<file path="config.mk">
export PLATFORM = sky130hd
export DESIGN_NAME = range_reply_deframer_top_flat
export DESIGN_NICKNAME = d
export VERILOG_FILES = /design/src/sv/rrd_pkg.sv /design/src/sv/rrd_byte_if.sv /design/src/sv/rrd_dist_if.sv /design/src/sv/rrd_core.sv /design/src/sv/range_reply_deframer_top.sv /design/src/flat_wrapper.sv
export SDC_FILE = /design/constraint.sdc
export NUM_CORES = 1
export LEC_CHECK = 0
export BUFFER_PORTS_ARGS = -buffer_cell sky130_fd_sc_hd__buf_2
export CORE_MARGIN = 4
export CORE_UTILIZATION = 40
export CTS_CLUSTER_DIAMETER = 30
export DETAILED_ROUTE_END_ITERATION = 7
export HOLD_SLACK_MARGIN = 0.02
export PLACE_DENSITY_LB_ADDON = 0.1
export SETUP_SLACK_MARGIN = 0.05
export SLEW_MARGIN = 5
export SYNTH_ARGS = -nofsm -noshare
export SYNTH_HDL_FRONTEND = slang
export SYNTH_SLANG_ARGS = --single-unit
export TNS_END_PERCENT = 30
</file>
<file path="constraint.sdc">
create_clock -name i_clk -period 5.5 [get_ports i_clk]
set_input_delay 0.275 -clock i_clk [delete_from_list [all_inputs] [get_ports i_clk]]
set_output_delay 0.275 -clock i_clk [all_outputs]
set_load 0.01 [all_outputs]
</file>
<file path="src/sv/rrd_pkg.sv">
package rrd_pkg;

    localparam int MAX_POINTS  = 1024;
    localparam int GROUP_SIZE  = 32;
    localparam int GROUP_SHIFT = $clog2(GROUP_SIZE);

    localparam int CNT_W = 10;
    localparam int DIST_W = 12;
    localparam int POS_W = 12;
    localparam int LEN_W = POS_W + 1;
    localparam int N_W = CNT_W + 1;
    localparam int GP_W = 5;

    localparam logic [7:0] HEAD_BYTE   = 8'h47;
    localparam logic [5:0] CHAR_OFFSET = 6'h30;
    localparam logic [LEN_W-1:0] HEADER_SKIP = 13'd11;
    localparam logic [LEN_W-1:0] REPLY_OVERHEAD = 13'd15;

    localparam logic [N_W-1:0] MAX_N = N_W'(MAX_POINTS);

    localparam logic [1:0] CFG_DISTANCE_COUNT = 2'd0;
    localparam logic [1:0] CFG_MIN_DISTANCE   = 2'd1;
    localparam logic [1:0] CFG_SYNC_LIMIT     = 2'd2;

    localparam logic [9:0]  RST_DISTANCE_COUNT = 10'd227;
    localparam logic [11:0] RST_MIN_DISTANCE   = 12'd20;
    localparam logic [11:0] RST_SYNC_LIMIT     = 12'd2000;

    localparam logic [1:0] PH_HUNT  = 2'd0;
    localparam logic [1:0] PH_SKIP  = 2'd1;
    localparam logic [1:0] PH_DATA  = 2'd2;
    localparam logic [1:0] PH_TRAIL = 2'd3;

    typedef struct packed {
        logic [CNT_W-1:0]  distance_count;
        logic [DIST_W-1:0] min_distance;
        logic [POS_W-1:0]  sync_limit;
    } t_cfg;

    typedef struct packed {
        logic [DIST_W-1:0] distance;
        logic [CNT_W-1:0]  point_index;
        logic              last;
        logic              sync_error;
    } t_result;

endpackage

</file>
<file path="src/sv/rrd_byte_if.sv">
interface rrd_byte_if;
    logic       valid;
    logic       ready;
    logic [7:0] rx_byte;

    modport source (output valid, output rx_byte, input ready);
    modport sink (input valid, input rx_byte, output ready);
endinterface

</file>
<file path="src/sv/rrd_dist_if.sv">
interface rrd_dist_if;
    logic        valid;
    logic        ready;
    logic [11:0] distance;
    logic [9:0]  point_index;
    logic        last;
    logic        sync_error;

    modport source (output valid, output distance, output point_index, output last,
                    output sync_error, input ready);
    modport sink (input valid, input distance, input point_index, input last,
                  input sync_error, output ready);
endinterface

</file>
<file path="src/sv/rrd_core.sv">
module rrd_core
    import rrd_pkg::*;
(
    input  logic       i_clk,
    input  logic       i_rst_n,
    input  logic       i_accept,
    input  logic [7:0] i_rx_byte,
    input  t_cfg       i_cfg,
    output logic       o_res_valid,
    output t_result    o_res
);

    logic [1:0]       r_phase, n_phase;
    logic [POS_W-1:0] r_pos, n_pos;
    logic [CNT_W-1:0] r_pc, n_pc;
    logic [GP_W-1:0]  r_gp, n_gp;
    logic [5:0]       r_hc, n_hc;
    logic             r_ch, n_ch;

    logic [N_W-1:0]   n_wanted;
    logic [LEN_W-1:0] reply_len;
    logic [LEN_W-1:0] pos_inc;
    logic [N_W-1:0]   pc_inc;
    logic [GP_W:0]    gp_inc;
    logic [5:0]       six;
    logic [DIST_W-1:0] dist_val;

    assign n_wanted  = ({1'b0, i_cfg.distance_count} > MAX_N) ? MAX_N
                                                              : {1'b0, i_cfg.distance_count};
    assign reply_len = REPLY_OVERHEAD + {1'b0, n_wanted, 1'b0}
                     + LEN_W'(n_wanted >> GROUP_SHIFT);
    assign pos_inc   = {1'b0, r_pos} + 1'b1;
    assign pc_inc    = {1'b0, r_pc} + 1'b1;
    assign gp_inc    = {1'b0, r_gp} + 1'b1;
    assign six       = i_rx_byte[5:0] - CHAR_OFFSET;
    assign dist_val  = ({r_hc, six} < i_cfg.min_distance) ? '0 : {r_hc, six};

    always_comb begin
        n_phase     = r_phase;
        n_pos       = r_pos;
        n_pc        = r_pc;
        n_gp        = r_gp;
        n_hc        = r_hc;
        n_ch        = r_ch;
        o_res_valid = 1'b0;
        o_res       = '0;
        if (i_accept) begin
            if (r_phase == PH_HUNT) begin
                if (i_rx_byte == HEAD_BYTE) begin
                    n_phase = PH_SKIP;
                    n_pos   = '0;
                    n_pc    = '0;
                    n_gp    = '0;
                    n_hc    = '0;
                    n_ch    = 1'b0;
                end else if (pos_inc >= {1'b0, i_cfg.sync_limit}) begin
                    n_pos            = '0;
                    o_res_valid      = 1'b1;
                    o_res.sync_error = 1'b1;
                end else begin
                    n_pos = pos_inc[POS_W-1:0];
                end
            end else begin
                case (r_phase)
                    PH_SKIP: begin
                        if (pos_inc >= HEADER_SKIP) begin
                            n_phase = ({1'b0, r_pc} < n_wanted) ? PH_DATA : PH_TRAIL;
                        end
                    end
                    PH_DATA: begin
                        if ({1'b0, r_pc} >= n_wanted) begin
                            n_phase = PH_TRAIL;
                        end else if (!r_ch) begin
                            n_hc = six;
                            n_ch = 1'b1;
                        end else begin
                            n_ch              = 1'b0;
                            o_res_valid       = 1'b1;
                            o_res.distance    = dist_val;
                            o_res.point_index = r_pc;
                            o_res.last        = (pc_inc == n_wanted);
                            n_pc              = pc_inc[CNT_W-1:0];
                            n_gp              = gp_inc[GP_W-1:0];
                            if (pc_inc >= n_wanted) begin
                                n_phase = PH_TRAIL;
                            end else if (gp_inc >= (GP_W+1)'(GROUP_SIZE)) begin
                                n_gp    = '0;
                                n_phase = PH_SKIP;
                            end
                        end
                    end
                    default: begin
                    end
                endcase
                // end of reply by byte count
                if (pos_inc >= reply_len) begin
                    n_phase = PH_HUNT;
                    n_pos   = '0;
                    n_pc    = '0;
                    n_gp    = '0;
                    n_hc    = '0;
                    n_ch    = 1'b0;
                end else begin
                    n_pos = pos_inc[POS_W-1:0];
                end
            end
        end
    end

    always_ff @(posedge i_clk) begin
        if (!i_rst_n) begin
            r_phase <= PH_HUNT;
            r_pos   <= '0;
            r_pc    <= '0;
            r_gp    <= '0;
            r_hc    <= '0;
            r_ch    <= 1'b0;
        end else begin
            r_phase <= n_phase;
            r_pos   <= n_pos;
            r_pc    <= n_pc;
            r_gp    <= n_gp;
            r_hc    <= n_hc;
            r_ch    <= n_ch;
        end
    end

`ifndef SYNTHESIS
    a_hunt_clear: assert property (@(posedge i_clk) disable iff (!i_rst_n)
        r_phase == PH_HUNT |-> r_pc == '0 && !r_ch)
        else $error("point state not cleared while hunting");
    a_skip_no_half: assert property (@(posedge i_clk) disable iff (!i_rst_n)
        r_phase == PH_SKIP |-> !r_ch)
        else $error("half character pending during skip");
    a_sync_only_hunt: assert property (@(posedge i_clk) disable iff (!i_rst_n)
        o_res_valid && o_res.sync_error |-> r_phase == PH_HUNT)
        else $error("sync error outside hunting");
`endif

endmodule

</file>
<file path="src/sv/range_reply_deframer_top.sv">
// Range reply deframer: takes one byte of a scanner reply per word on i_byte and returns
// one word on o_dist per decoded distance (12-bit value, index, last flag) or a sync error
// word when no 'G' head is seen within sync_limit bytes. Each byte is decoded in the cycle it is taken;
// the result leaves through an output register backed by a one-word skid stage, so bytes
// keep flowing at one per cycle while a result waits, and i_byte stalls only when both are
// full. Config registers: 0 distance_count, 1 min_distance, 2 sync_limit; write only when
// no reply is in progress and no word is pending.
module range_reply_deframer_top
    import rrd_pkg::*;
(
    input  logic        i_clk,
    input  logic        i_rst_n,
    rrd_byte_if.sink    i_byte,
    rrd_dist_if.source  o_dist,
    input  logic        i_cfg_we,
    input  logic [1:0]  i_cfg_index,
    input  logic [11:0] i_cfg_data
);

    t_cfg    r_cfg;
    logic    accept;
    logic    res_valid;
    t_result res;

    logic    r_out_valid, n_out_valid;
    t_result r_out, n_out;
    logic    r_skid_valid, n_skid_valid;
    t_result r_skid, n_skid;

    assign i_byte.ready = !r_skid_valid;
    assign accept       = i_byte.valid && !r_skid_valid;

    always_ff @(posedge i_clk) begin
        if (!i_rst_n) begin
            r_cfg.distance_count <= RST_DISTANCE_COUNT;
            r_cfg.min_distance   <= RST_MIN_DISTANCE;
            r_cfg.sync_limit     <= RST_SYNC_LIMIT;
        end else if (i_cfg_we) begin
            case (i_cfg_index)
                CFG_DISTANCE_COUNT: r_cfg.distance_count <= i_cfg_data[CNT_W-1:0];
                CFG_MIN_DISTANCE:   r_cfg.min_distance   <= i_cfg_data;
                CFG_SYNC_LIMIT:     r_cfg.sync_limit     <= i_cfg_data;
                default: begin
                end
            endcase
        end
    end

    rrd_core u_core (
        .i_clk       (i_clk),
        .i_rst_n     (i_rst_n),
        .i_accept    (accept),
        .i_rx_byte   (i_byte.rx_byte),
        .i_cfg       (r_cfg),
        .o_res_valid (res_valid),
        .o_res       (res)
    );

    always_comb begin
        n_out_valid  = r_out_valid;
        n_out        = r_out;
        n_skid_valid = r_skid_valid;
        n_skid       = r_skid;
        if (r_out_valid && o_dist.ready) begin
            n_out_valid  = r_skid_valid;
            n_out        = r_skid;
            n_skid_valid = 1'b0;
        end
        if (res_valid) begin
            if (!n_out_valid) begin
                n_out_valid = 1'b1;
                n_out       = res;
            end else begin
                n_skid_valid = 1'b1;
                n_skid       = res;
            end
        end
    end

    always_ff @(posedge i_clk) begin
        if (!i_rst_n) begin
            r_out_valid  <= 1'b0;
            r_skid_valid <= 1'b0;
        end else begin
            r_out_valid  <= n_out_valid;
            r_skid_valid <= n_skid_valid;
        end
        r_out  <= n_out;
        r_skid <= n_skid;
    end

    assign o_dist.valid       = r_out_valid;
    assign o_dist.distance    = r_out.distance;
    assign o_dist.point_index = r_out.point_index;
    assign o_dist.last        = r_out.last;
    assign o_dist.sync_error  = r_out.sync_error;

`ifndef SYNTHESIS
    a_skid_behind_out: assert property (@(posedge i_clk) disable iff (!i_rst_n)
        r_skid_valid |-> r_out_valid)
        else $error("skid word without output word");
    a_skid_moves: assert property (@(posedge i_clk) disable iff (!i_rst_n)
        r_skid_valid && o_dist.ready |=> r_out_valid && r_out == $past(r_skid))
        else $error("skid word lost on drain");
    a_sync_word: assert property (@(posedge i_clk) disable iff (!i_rst_n)
        r_out_valid && r_out.sync_error |->
            r_out.distance == '0 && r_out.point_index == '0 && !r_out.last)
        else $error("sync error word carries data");
`endif

endmodule

</file>
<file path="src/flat_wrapper.sv">
// flat-port wrapper written by rule: the top's interface ports become plain ports
module range_reply_deframer_top_flat import rrd_pkg::*;
  (i_clk, i_rst_n, i_cfg_we, i_cfg_index, i_cfg_data, i_byte_valid, i_byte_rx_byte, i_byte_ready, o_dist_valid, o_dist_distance, o_dist_point_index, o_dist_last, o_dist_sync_error, o_dist_ready);
  rrd_byte_if i_byte_i ();
  rrd_dist_if o_dist_i ();
  input  logic i_clk;
  input  logic i_rst_n;
  input  logic i_cfg_we;
  input  logic [1:0] i_cfg_index;
  input  logic [11:0] i_cfg_data;
  input wire logic [$bits(i_byte_i.valid)-1:0] i_byte_valid;
  input wire logic [$bits(i_byte_i.rx_byte)-1:0] i_byte_rx_byte;
  output wire logic [$bits(i_byte_i.ready)-1:0] i_byte_ready;
  output wire logic [$bits(o_dist_i.valid)-1:0] o_dist_valid;
  output wire logic [$bits(o_dist_i.distance)-1:0] o_dist_distance;
  output wire logic [$bits(o_dist_i.point_index)-1:0] o_dist_point_index;
  output wire logic [$bits(o_dist_i.last)-1:0] o_dist_last;
  output wire logic [$bits(o_dist_i.sync_error)-1:0] o_dist_sync_error;
  input wire logic [$bits(o_dist_i.ready)-1:0] o_dist_ready;
  assign i_byte_i.valid = i_byte_valid;
  assign i_byte_i.rx_byte = i_byte_rx_byte;
  assign i_byte_ready = i_byte_i.ready;
  assign o_dist_valid = o_dist_i.valid;
  assign o_dist_distance = o_dist_i.distance;
  assign o_dist_point_index = o_dist_i.point_index;
  assign o_dist_last = o_dist_i.last;
  assign o_dist_sync_error = o_dist_i.sync_error;
  assign o_dist_i.ready = o_dist_ready;
  range_reply_deframer_top u_core (.i_clk(i_clk), .i_rst_n(i_rst_n), .i_byte(i_byte_i), .o_dist(o_dist_i), .i_cfg_we(i_cfg_we), .i_cfg_index(i_cfg_index), .i_cfg_data(i_cfg_data));
endmodule
</file>
==> results of run 1 <==
## cell usage after synthesis, types with 16 or more instances
| cell | instances | area share [%] |
|---|---|---|
| sky130_fd_sc_hd__nand2_1 | 105 | 5.6 |
| sky130_fd_sc_hd__dfxtp_1 | 96 | 27 |
| sky130_fd_sc_hd__ha_1 | 72 | 13 |
| sky130_fd_sc_hd__inv_1 | 54 | 2.9 |
| sky130_fd_sc_hd__a21oi_1 | 53 | 3.8 |
| sky130_fd_sc_hd__o21ai_0 | 41 | 2.9 |
| sky130_fd_sc_hd__nand3_1 | 38 | 2.7 |
| sky130_fd_sc_hd__clkbuf_1 | 28 | 1.5 |
| sky130_fd_sc_hd__and2_1 | 24 | 2.1 |
| sky130_fd_sc_hd__edfxtp_1 | 24 | 10 |
| sky130_fd_sc_hd__nor2_1 | 20 | 1.1 |
| sky130_fd_sc_hd__xnor2_1 | 20 | 2.5 |
| sky130_fd_sc_hd__mux2i_1 | 18 | 2.6 |
| sky130_fd_sc_hd__o211ai_1 | 17 | 1.8 |
| sky130_fd_sc_hd__a21boi_0 | 16 | 1.7 |
## flip-flops by register name, indices dropped and copies added (netlist names), 2 cells and up
name                       count
u_core.o_dist.distance        12
u_core.o_dist.point_index     10
u_core.r_cfg                  34
u_core.r_skid                 24
u_core.u_core.r_gp             5
u_core.u_core.r_hc             6
u_core.u_core.r_pc            10
u_core.u_core.r_phase          2
u_core.u_core.r_pos           12
## cell type report
cell class	instances	area, µm²	share of cell area (%)
well taps	225	282	3.49
clock inverters	14	173	2.14
multi-input cells	586	4020	49.8
repair buffers	59	313	3.88
flip-flops and latches	120	2640	32.8
clock buffers	18	429	5.32
inverters	55	206	2.56
## final timing paths
path,start,endpoint,slack [ns],cells after the start
setup / recovery,u_core.r_cfg[30],u_core.u_core.r_pc[6],1.08,23
hold reg to reg,u_core.r_cfg[20],u_core.r_cfg[20],0.46,2
hold / removal,i_cfg_data[10],u_core.r_cfg[10],0.11,3
setup reg to reg,u_core.r_cfg[30],u_core.u_core.r_pc[6],1.08,23
## routing by layer
| metal | up-vias | GRT usage (%) |
|---|---|---|
| met3 | 21 | 4.03 |
| met5 | - | 0 |
| met1 | 2716 | 24.2 |
| met4 | 0 | 5.97 |
| li1 | 2912 | - |
| met2 | 126 | 32.6 |
## cell families (layout without fill, tap and decap cells)
| logic type | after synthesis | in the layout | synth area share, % |
|---|---|---|---|
| and+or+nand+nor | 271 | 271 | 19.4 |
| AOI/OAI and AO/OA | 183 | 183 | 16.4 |
| DFF | 120 | 120 | 37.6 |
| buffers and inverters | 93 | 146 | 5.22 |
| adders and majority gates | 73 | 73 | 13.1 |
| muxes | 32 | 32 | 4.81 |
| xor gates and xnor gates | 27 | 27 | 3.37 |
## layout by cell type (no fill, tap or decap), drive strengths merged, types with 4 or more instances in the layout
cell	n
nor2b	11
a21o	7
nor3	12
and3	10
a21oi	54
o211ai	18
nand3b	7
mux2	14
a211oi	5
inv	56
or3	9
ha	72
nand4	10
xnor2	20
o21ai	42
a31oi	6
clkbuf	18
and2	24
a22oi	8
dfxtp	96
clkinv	8
nand2	105
edfxtp	24
xor2	7
nor2	21
o21bai	4
nand3	38
buf	59
a21boi	21
o21a	6
mux2i	18
nand2b	7
## tightest hold or removal path, stage by stage
cell and delay [ns]:
sky130_fd_sc_hd__buf_2 0.09, sky130_fd_sc_hd__nand2_1 0.04, sky130_fd_sc_hd__o211ai_1 0.08
## through the flow
stage	hold slack (ns)	area [µm²]
2_1_floorplan	0.411	7020
5_1_grt	0.111	8060
6_report	0.111	8060
3_5_place_dp	0.454	7460
4_1_cts	0.0953	8060
3_3_place_gp	0.448	7460
## report_power, final
part	internal, mW	switching [mW]
clock	0.714	0.423
sequential	0.905	0.00771
combinational	0.0507	0.0797
total	1.67	0.510
==> run_summary.xml, run 1 <==
<?xml version="1.0" encoding="UTF-8"?>
<metrics>
  <group name="worst_setup_path">
    <metric name="timing_worst_setup_path_type" unit="">register to register</metric>
    <metric name="worst_path_fanout_max" unit="">19</metric>
    <metric name="worst_path_largest_cell_delay" unit="ns">0.41</metric>
    <metric name="critPathRequiredTime" unit="ns">5.84</metric>
    <metric name="crit_path_top_delay_cell" unit="">sky130_fd_sc_hd__or3_1</metric>
    <metric name="crit_path_end_kind" unit="">register</metric>
    <metric name="worst_path_dominant_cell_family" unit="">simple AND/OR/NAND/NOR gates</metric>
    <metric name="timing.critical_path.from_type" unit="">register</metric>
    <metric name="worst_ep_arrival_time" unit="ns">4.76</metric>
    <metric name="worstPathCellList" unit="">inv_1 &gt; ha_1 &gt; inv_1 &gt; ha_1 &gt; inv_1 &gt; fa_1 &gt; inv_1 &gt; a21oi_1 &gt; o21bai_1 &gt; a21oi_1 &gt; nor2_1 &gt; nand3_1 &gt; xnor2_1 &gt; ha_1 &gt; a21o_1 &gt; a21oi_1 &gt; o21ai_0 &gt; a21oi_1 &gt; nand3b_1 &gt; buf_4 &gt; or3_1 &gt; or3_1 &gt; a21boi_1</metric>
    <metric name="critPathBufInv" unit="">5</metric>
  </group>
  <group name="sta">
    <metric name="finalHoldViolations" unit="">0</metric>
    <metric name="fmaxAchievable" unit="MHz">226</metric>
    <metric name="fin_skew" unit="ns">0.00705</metric>
    <metric name="totalNegativeSetupSlack" unit="ns">0</metric>
    <metric name="rsz0062_at_grt" unit="">no</metric>
    <metric name="tightestPinTransition" unit="ns">1.16</metric>
    <metric name="timing.slew.headroom" unit="%">22.2</metric>
    <metric name="period_needed" unit="ns">4.42</metric>
    <metric name="finalCritPeriodShare" unit="%">80.3</metric>
    <metric name="timing.final.ws_setup" unit="ns">1.08</metric>
    <metric name="timing.final.setup_violations" unit="">0</metric>
    <metric name="report.final.slew_viol_count" unit="">0</metric>
  </group>
  <group name="yosys">
    <metric name="synth_seq_area_share" unit="%">37.6</metric>
    <metric name="ys_ff_latch" unit="">120</metric>
    <metric name="synth_area" unit="µm²">7020</metric>
    <metric name="postSynthCellCount" unit="">799</metric>
    <metric name="ys.flop_type" unit="">sky130_fd_sc_hd__dfxtp_1</metric>
    <metric name="synthesis.area_per_instance" unit="µm²">8.79</metric>
    <metric name="post_synth_num_cell_types" unit="">61</metric>
    <metric name="synthesis.nets" unit="">899</metric>
    <metric name="yosysWarnings" unit="">0</metric>
    <metric name="synth_edf_count" unit="">24</metric>
    <metric name="synthArstFlopShare" unit="%">0</metric>
  </group>
  <group name="global_routing">
    <metric name="grtUsageTotal" unit="%">19.1</metric>
    <metric name="vias_in_the_first_global_route" unit="">5790</metric>
    <metric name="antenna_found_initial" unit="">0</metric>
    <metric name="grt_pass1_wl" unit="µm">30000</metric>
    <metric name="grt-ovfl-total" unit="">0</metric>
    <metric name="grt_start_max_net_pins" unit="">51</metric>
  </group>
  <group name="floorplanning">
    <metric name="start_util" unit="%">40.7</metric>
    <metric name="floorplan.die.width" unit="µm">140</metric>
    <metric name="die_area" unit="µm²">19700</metric>
    <metric name="io-pin-count" unit="">53</metric>
    <metric name="placeableCoreArea" unit="µm²">17200</metric>
    <metric name="chipHeight" unit="µm">140</metric>
    <metric name="std_cell_rows" unit="">48</metric>
  </group>
  <group name="routing">
    <metric name="drt.antenna.violating_nets" unit="">0</metric>
    <metric name="wl" unit="µm">18300</metric>
    <metric name="met3_length" unit="µm">737</metric>
    <metric name="detail_route.wirelength.met1" unit="µm">8400</metric>
    <metric name="met2RoutedLength" unit="µm">8900</metric>
    <metric name="drt-vias-per-instance" unit="">5.36</metric>
    <metric name="dr.max_layer_used" unit="">met4</metric>
    <metric name="detailroute.via_count" unit="">5775</metric>
    <metric name="routed_length_per_placed_instance" unit="µm">17.0</metric>
    <metric name="detail_route.drc_violations" unit="">0</metric>
    <metric name="detail_route.first_pass.iterations" unit="">5</metric>
    <metric name="dr.first_iter.drc_count" unit="">287</metric>
  </group>
  <group name="final_layout">
    <metric name="filler_cell_count" unit="">1689</metric>
    <metric name="post_route_core_utilization" unit="%">46.8</metric>
    <metric name="area_growth_syn_to_layout" unit="%">14.8</metric>
    <metric name="final-instance-count-excl-fill" unit="">1077</metric>
    <metric name="antenna_cells_inserted" unit="">0</metric>
    <metric name="nNetsFinal" unit="">939</metric>
    <metric name="layout-drive-gt1-share" unit="%">13.4</metric>
  </group>
  <group name="cts">
    <metric name="clock_path_buffers" unit="">2</metric>
    <metric name="postCtsSetupBuffers" unit="">0</metric>
    <metric name="clk_latency" unit="ns">0.42</metric>
    <metric name="cts_resized" unit="">0</metric>
    <metric name="cts_tree" unit="">done</metric>
    <metric name="hold_buf_cts" unit="">0</metric>
    <metric name="cts.clk_slew.worst_paths" unit="ns">0.06</metric>
    <metric name="root_buffer" unit="">sky130_fd_sc_hd__clkbuf_16</metric>
    <metric name="cts_buffers" unit="">17</metric>
    <metric name="cts_max_level" unit="">4</metric>
    <metric name="clock_sinks" unit="">120</metric>
  </group>
  <group name="place">
    <metric name="placed_cells_incl_taps" unit="">1045</metric>
    <metric name="pre_cts_ws" unit="ns">1.09</metric>
    <metric name="routabilityCongestion" unit="">0.878</metric>
    <metric name="placement.io_buffers" unit="">52</metric>
    <metric name="dp_hpwl" unit="µm">13700</metric>
  </group>
  <group name="pwr">
    <metric name="report.power.total" unit="mW">2.18</metric>
    <metric name="leakagePower" unit="nW">3.51</metric>
    <metric name="p_per_area" unit="nW/µm²">271</metric>
    <metric name="ir_worst_vdd" unit="mV">0.214</metric>
  </group>
  <group name="min_path">
    <metric name="holdCritPathClass" unit="">input pin to register</metric>
  </group>
  <group name="run_status">
    <metric name="run_status" unit="">complete, no violations</metric>
  </group>
  <group name="run">
    <metric name="number_of_maximum_capacitance_constraint_violations" unit="">0</metric>
  </group>
</metrics>
(Power assumes the default switching activity.)
==> run 2, diff against run 1 <==
--- a/config.mk
+++ b/config.mk
@@ -5,6 +5,7 @@
 export SDC_FILE = /design/constraint.sdc
 export NUM_CORES = 1
 export LEC_CHECK = 0
+export ABC_AREA = 1
 export BUFFER_PORTS_ARGS = -buffer_cell sky130_fd_sc_hd__buf_2
 export CORE_MARGIN = 4
 export CORE_UTILIZATION = 40
==> constraint.sdc (replaced) <==
create_clock -name i_clk -period 3.85 [get_ports i_clk]
set_input_delay 0.1925 -clock i_clk [delete_from_list [all_inputs] [get_ports i_clk]]
set_output_delay 0.1925 -clock i_clk [all_outputs]
set_load 0.01 [all_outputs]
==> run_summary.xml, run 2 <==
<?xml version="1.0" encoding="UTF-8"?>
<metrics>
  <group name="floorplanning">
    <metric name="io-pin-count" unit="">53</metric>
    <metric name="placeableCoreArea" unit="µm²">18000</metric>
    <metric name="chipHeight" unit="µm">143</metric>
    <metric name="std_cell_rows" unit="">49</metric>
    <metric name="floorplan.die.width" unit="µm">143</metric>
    <metric name="start_util" unit="%">40.7</metric>
    <metric name="die_area" unit="µm²">20500</metric>
  </group>
  <group name="sta">
    <metric name="tightestPinTransition" unit="ns">0.971</metric>
    <metric name="fin_skew" unit="ns">0.0101</metric>
    <metric name="finalCritPeriodShare" unit="%">92.7</metric>
    <metric name="period_needed" unit="ns">3.57</metric>
    <metric name="timing.slew.headroom" unit="%">35.1</metric>
    <metric name="timing.final.ws_setup" unit="ns">0.282</metric>
    <metric name="fin_worst_hold_slack" unit="ns">0.0492</metric>
    <metric name="finalHoldViolations" unit="">0</metric>
    <metric name="fmaxAchievable" unit="MHz">280</metric>
    <metric name="report.final.slew_viol_count" unit="">0</metric>
    <metric name="timing.final.setup_violations" unit="">0</metric>
    <metric name="rsz0062_at_grt" unit="">no</metric>
  </group>
  <group name="worst_setup_path">
    <metric name="crit_path_top_delay_cell" unit="">sky130_fd_sc_hd__fa_2</metric>
    <metric name="worstPathCellList" unit="">inv_1 &gt; ha_4 &gt; inv_2 &gt; ha_4 &gt; inv_2 &gt; fa_2 &gt; o21ai_2 &gt; a21oi_2 &gt; nor2_1 &gt; nand2_1 &gt; nor2_1 &gt; xor2_1 &gt; ha_1 &gt; and3_4 &gt; nand2_2 &gt; inv_2 &gt; nand3_2 &gt; inv_2 &gt; nor2_4 &gt; nand2_4 &gt; buf_4 &gt; o21ai_2 &gt; nand3_2 &gt; a21oi_2</metric>
    <metric name="critPathRequiredTime" unit="ns">4.20</metric>
    <metric name="r2r_cells" unit="">24</metric>
    <metric name="crit_path_end_kind" unit="">register</metric>
    <metric name="worst_path_largest_cell_delay" unit="ns">0.40</metric>
    <metric name="worst-r2r-setup-slack" unit="ns">0.28</metric>
    <metric name="timing.critical_path.from_type" unit="">register</metric>
    <metric name="critical_path.reg2reg.startpoint" unit="">u_core.r_cfg[24]</metric>
    <metric name="timing_worst_setup_path_type" unit="">register to register</metric>
    <metric name="worst_path_fanout_max" unit="">6</metric>
    <metric name="r2r_end" unit="">u_core.u_core.r_pos[9]</metric>
    <metric name="worst_ep_arrival_time" unit="ns">3.92</metric>
    <metric name="cpMostUsedCell" unit="">sky130_fd_sc_hd__inv_2</metric>
  </group>
  <group name="final_layout">
    <metric name="register_area" unit="µm²">2650</metric>
    <metric name="nNetsFinal" unit="">1116</metric>
    <metric name="layout-drive-gt1-share" unit="%">20.4</metric>
    <metric name="area_growth_syn_to_layout" unit="%">18.6</metric>
    <metric name="reg_top3" unit="">u_core.r_cfg: 34 flops, u_core.r_skid: 24 flops</metric>
    <metric name="multiInputGateArea" unit="µm²">4130</metric>
    <metric name="largest_register_ff_count" unit="">34</metric>
    <metric name="final-instance-count-excl-fill" unit="">1258</metric>
    <metric name="antenna_cells_inserted" unit="">0</metric>
    <metric name="max_flop_register" unit="">u_core.r_cfg</metric>
    <metric name="layout.cells.most_common" unit="">sky130_fd_sc_hd__nand2_1</metric>
    <metric name="filler_cell_count" unit="">1823</metric>
    <metric name="most-common-layout-cells" unit="">229 x sky130_fd_sc_hd__nand2_1, 120 x sky130_fd_sc_hd__inv_1, 94 x sky130_fd_sc_hd__dfxtp_1</metric>
  </group>
  <group name="yosys">
    <metric name="synth_seq_area_share" unit="%">36.1</metric>
    <metric name="synthArstFlopShare" unit="%">0</metric>
    <metric name="ys_ff_latch" unit="">120</metric>
    <metric name="synth_area_leader_cell" unit="">sky130_fd_sc_hd__dfxtp_1</metric>
    <metric name="synthesis.nets" unit="">1046</metric>
    <metric name="yosys.area.top_type_share" unit="%">26.3</metric>
    <metric name="yosysWarnings" unit="">0</metric>
    <metric name="postSynthCellCount" unit="">946</metric>
    <metric name="post_synth_most_frequent_cells" unit="">230 x sky130_fd_sc_hd__nand2_1, 123 x sky130_fd_sc_hd__inv_1, 96 x sky130_fd_sc_hd__dfxtp_1, 76 x sky130_fd_sc_hd__nor2_1, 72 x sky130_fd_sc_hd__ha_1</metric>
    <metric name="ys.flop_type" unit="">sky130_fd_sc_hd__dfxtp_1</metric>
    <metric name="synthesis.area_per_instance" unit="µm²">7.73</metric>
    <metric name="synth_area" unit="µm²">7320</metric>
    <metric name="synth_edf_count" unit="">24</metric>
    <metric name="post-synth-top-count-cell" unit="">sky130_fd_sc_hd__nand2_1</metric>
    <metric name="post_synth_num_cell_types" unit="">46</metric>
    <metric name="netlist_top_cells_area" unit="">sky130_fd_sc_hd__dfxtp_1 26%, sky130_fd_sc_hd__ha_1 12%, sky130_fd_sc_hd__nand2_1 12%</metric>
  </group>
  <group name="pwr">
    <metric name="p_per_area" unit="nW/µm²">406</metric>
    <metric name="ir_worst_vdd" unit="mV">0.304</metric>
    <metric name="leakagePower" unit="nW">4.07</metric>
  </group>
  <group name="cts">
    <metric name="cts_buffers" unit="">17</metric>
    <metric name="cts_tree" unit="">done</metric>
    <metric name="clk_latency" unit="ns">0.43</metric>
    <metric name="root_buffer" unit="">sky130_fd_sc_hd__clkbuf_16</metric>
    <metric name="clock_path_buffers" unit="">2</metric>
    <metric name="cts.clk_slew.worst_paths" unit="ns">0.06</metric>
    <metric name="clock_sinks" unit="">120</metric>
    <metric name="cts_max_level" unit="">4</metric>
  </group>
  <group name="routing">
    <metric name="dr.first_iter.drc_count" unit="">241</metric>
    <metric name="drt.antenna.violating_nets" unit="">0</metric>
    <metric name="drt-vias-per-instance" unit="">4.91</metric>
    <metric name="wl" unit="µm">19500</metric>
    <metric name="routed_length_per_placed_instance" unit="µm">15.5</metric>
    <metric name="detail_route.drc_violations" unit="">0</metric>
    <metric name="detail_route.first_pass.iterations" unit="">4</metric>
    <metric name="detailroute.via_count" unit="">6179</metric>
  </group>
  <group name="place">
    <metric name="placement.io_buffers" unit="">52</metric>
    <metric name="routabilityCongestion" unit="">0.864</metric>
    <metric name="placed_cells_incl_taps" unit="">1218</metric>
    <metric name="dp_hpwl" unit="µm">14300</metric>
    <metric name="pre_cts_ws" unit="ns">-0.0175</metric>
  </group>
  <group name="min_path">
    <metric name="cell_depth_of_the_worst_min_delay_path" unit="">3</metric>
    <metric name="holdCritStartpoint" unit="">i_cfg_data[1]</metric>
    <metric name="hold_path_end" unit="">u_core.r_cfg[25]</metric>
    <metric name="holdCritPathClass" unit="">input pin to register</metric>
  </group>
  <group name="run">
    <metric name="number_of_maximum_capacitance_constraint_violations" unit="">0</metric>
  </group>
  <group name="global_routing">
    <metric name="grtUsageTotal" unit="%">19.4</metric>
    <metric name="grt_pass1_wl" unit="µm">31000</metric>
    <metric name="antenna_found_initial" unit="">0</metric>
    <metric name="grt_start_max_net_pins" unit="">46</metric>
    <metric name="grt-ovfl-total" unit="">0</metric>
    <metric name="vias_in_the_first_global_route" unit="">5755</metric>
  </group>
  <group name="run_status">
    <metric name="run_status" unit="">complete, no violations</metric>
  </group>
</metrics>
## run 2: cell types whose count changed in the layout (fill, tap and decap cells not counted), sizes merged, moves of 17 or more
cell,previous run,this run
nand2,105,246
inv,56,141
nor2,21,80
and2,24,1
a21oi,54,75
a21boi,21,1
mux2i,18,0
buf,59,76
xnor2,20,3
## run 2: cells by family (layout without fill, tap and decap cells)
kind of cell	Yosys count	after routing	share of synthesized area, %
and+or+nand+nor	414	414	25.4
buffers and inverters	161	243	8.96
AOI/OAI and AO/OA	136	137	11.1
DFF	120	120	36.1
adders and majority gates	73	73	12.6
muxes	24	24	3.69
xor gates and xnor gates	18	18	2.16
## run 2: through the flow
stage / TNS [ns] / power [mW] / util [%] / area (µm²)
floorplan: 0 / 1.69 / - / 7320
global placement: 0 / 1.81 / 43.8 / 7880
detailed placement: -0.0176 / 1.81 / 43.8 / 7880
CTS: 0 / 3.49 / 47.3 / 8490
global route: 0 / 3.69 / 48.3 / 8680
finish: 0 / 3.53 / 48.3 / 8680
## run 2: critical path: cells and delay by family, from the launching register on
kind                       cells  cell delay (ns)
adders and majority gates      4             0.99
and+or+nand+nor                9             0.99
DFF                            1             0.31
buffers and inverters          6             0.48
AOI/OAI and AO/OA              4             0.57
xor gates and xnor gates       1             0.16
## run 2: area by class of cell
type                    instances  share of cell area (%)
repair buffers                 78                    5.91
flip-flops and latches        120                    30.5
clock buffers                  17                    4.90
well taps                     229                    3.30
inverters                     133                    5.81
multi-input cells             666                    47.6
clock inverters                15                    2.05
## run 2: worst max-delay path by stage
| stage | start | to | cells after the start |
|---|---|---|---|
| 2_1_floorplan | u_core.r_cfg[30] | u_core.u_core.r_phase[0] | 27 |
| 3_3_place_gp | u_core.r_cfg[24] | u_core.u_core.r_gp[3] | 25 |
| 3_5_place_dp | u_core.r_cfg[24] | u_core.u_core.r_gp[4] | 25 |
| 4_1_cts | u_core.r_cfg[24] | u_core.u_core.r_gp[4] | 25 |
| 5_1_grt | u_core.r_cfg[24] | u_core.u_core.r_hc[4] | 26 |
| 6_report | u_core.r_cfg[24] | u_core.u_core.r_pos[9] | 24 |
## run 2: where the power goes
group | leakage, nW | switching [mW] | internal, mW | total, mW
Sequential | 1.01 | 0.0223 | 1.31 | 1.33
Clock | 0.288 | 0.683 | 0.980 | 1.66
Combinational | 2.77 | 0.329 | 0.202 | 0.531
## run 2: what timing repair did
item                                    in CTS  in global routing
endpoints found under the setup margin      18                 36
hold buffers                                 1                  0
pin swaps                                    0                 17
buffers inserted                             0                  6
cloned                                       0                  1
hold endpoints to repair                     1                  0
gates resized for setup                      1                 30
## run 2: metal layers
metal / wire [µm] / track usage, %
met5: 0 / 0
met4: 341 / 5.95
met3: 642 / 3.45
met2: 9250 / 32.1
met1: 9300 / 26.0
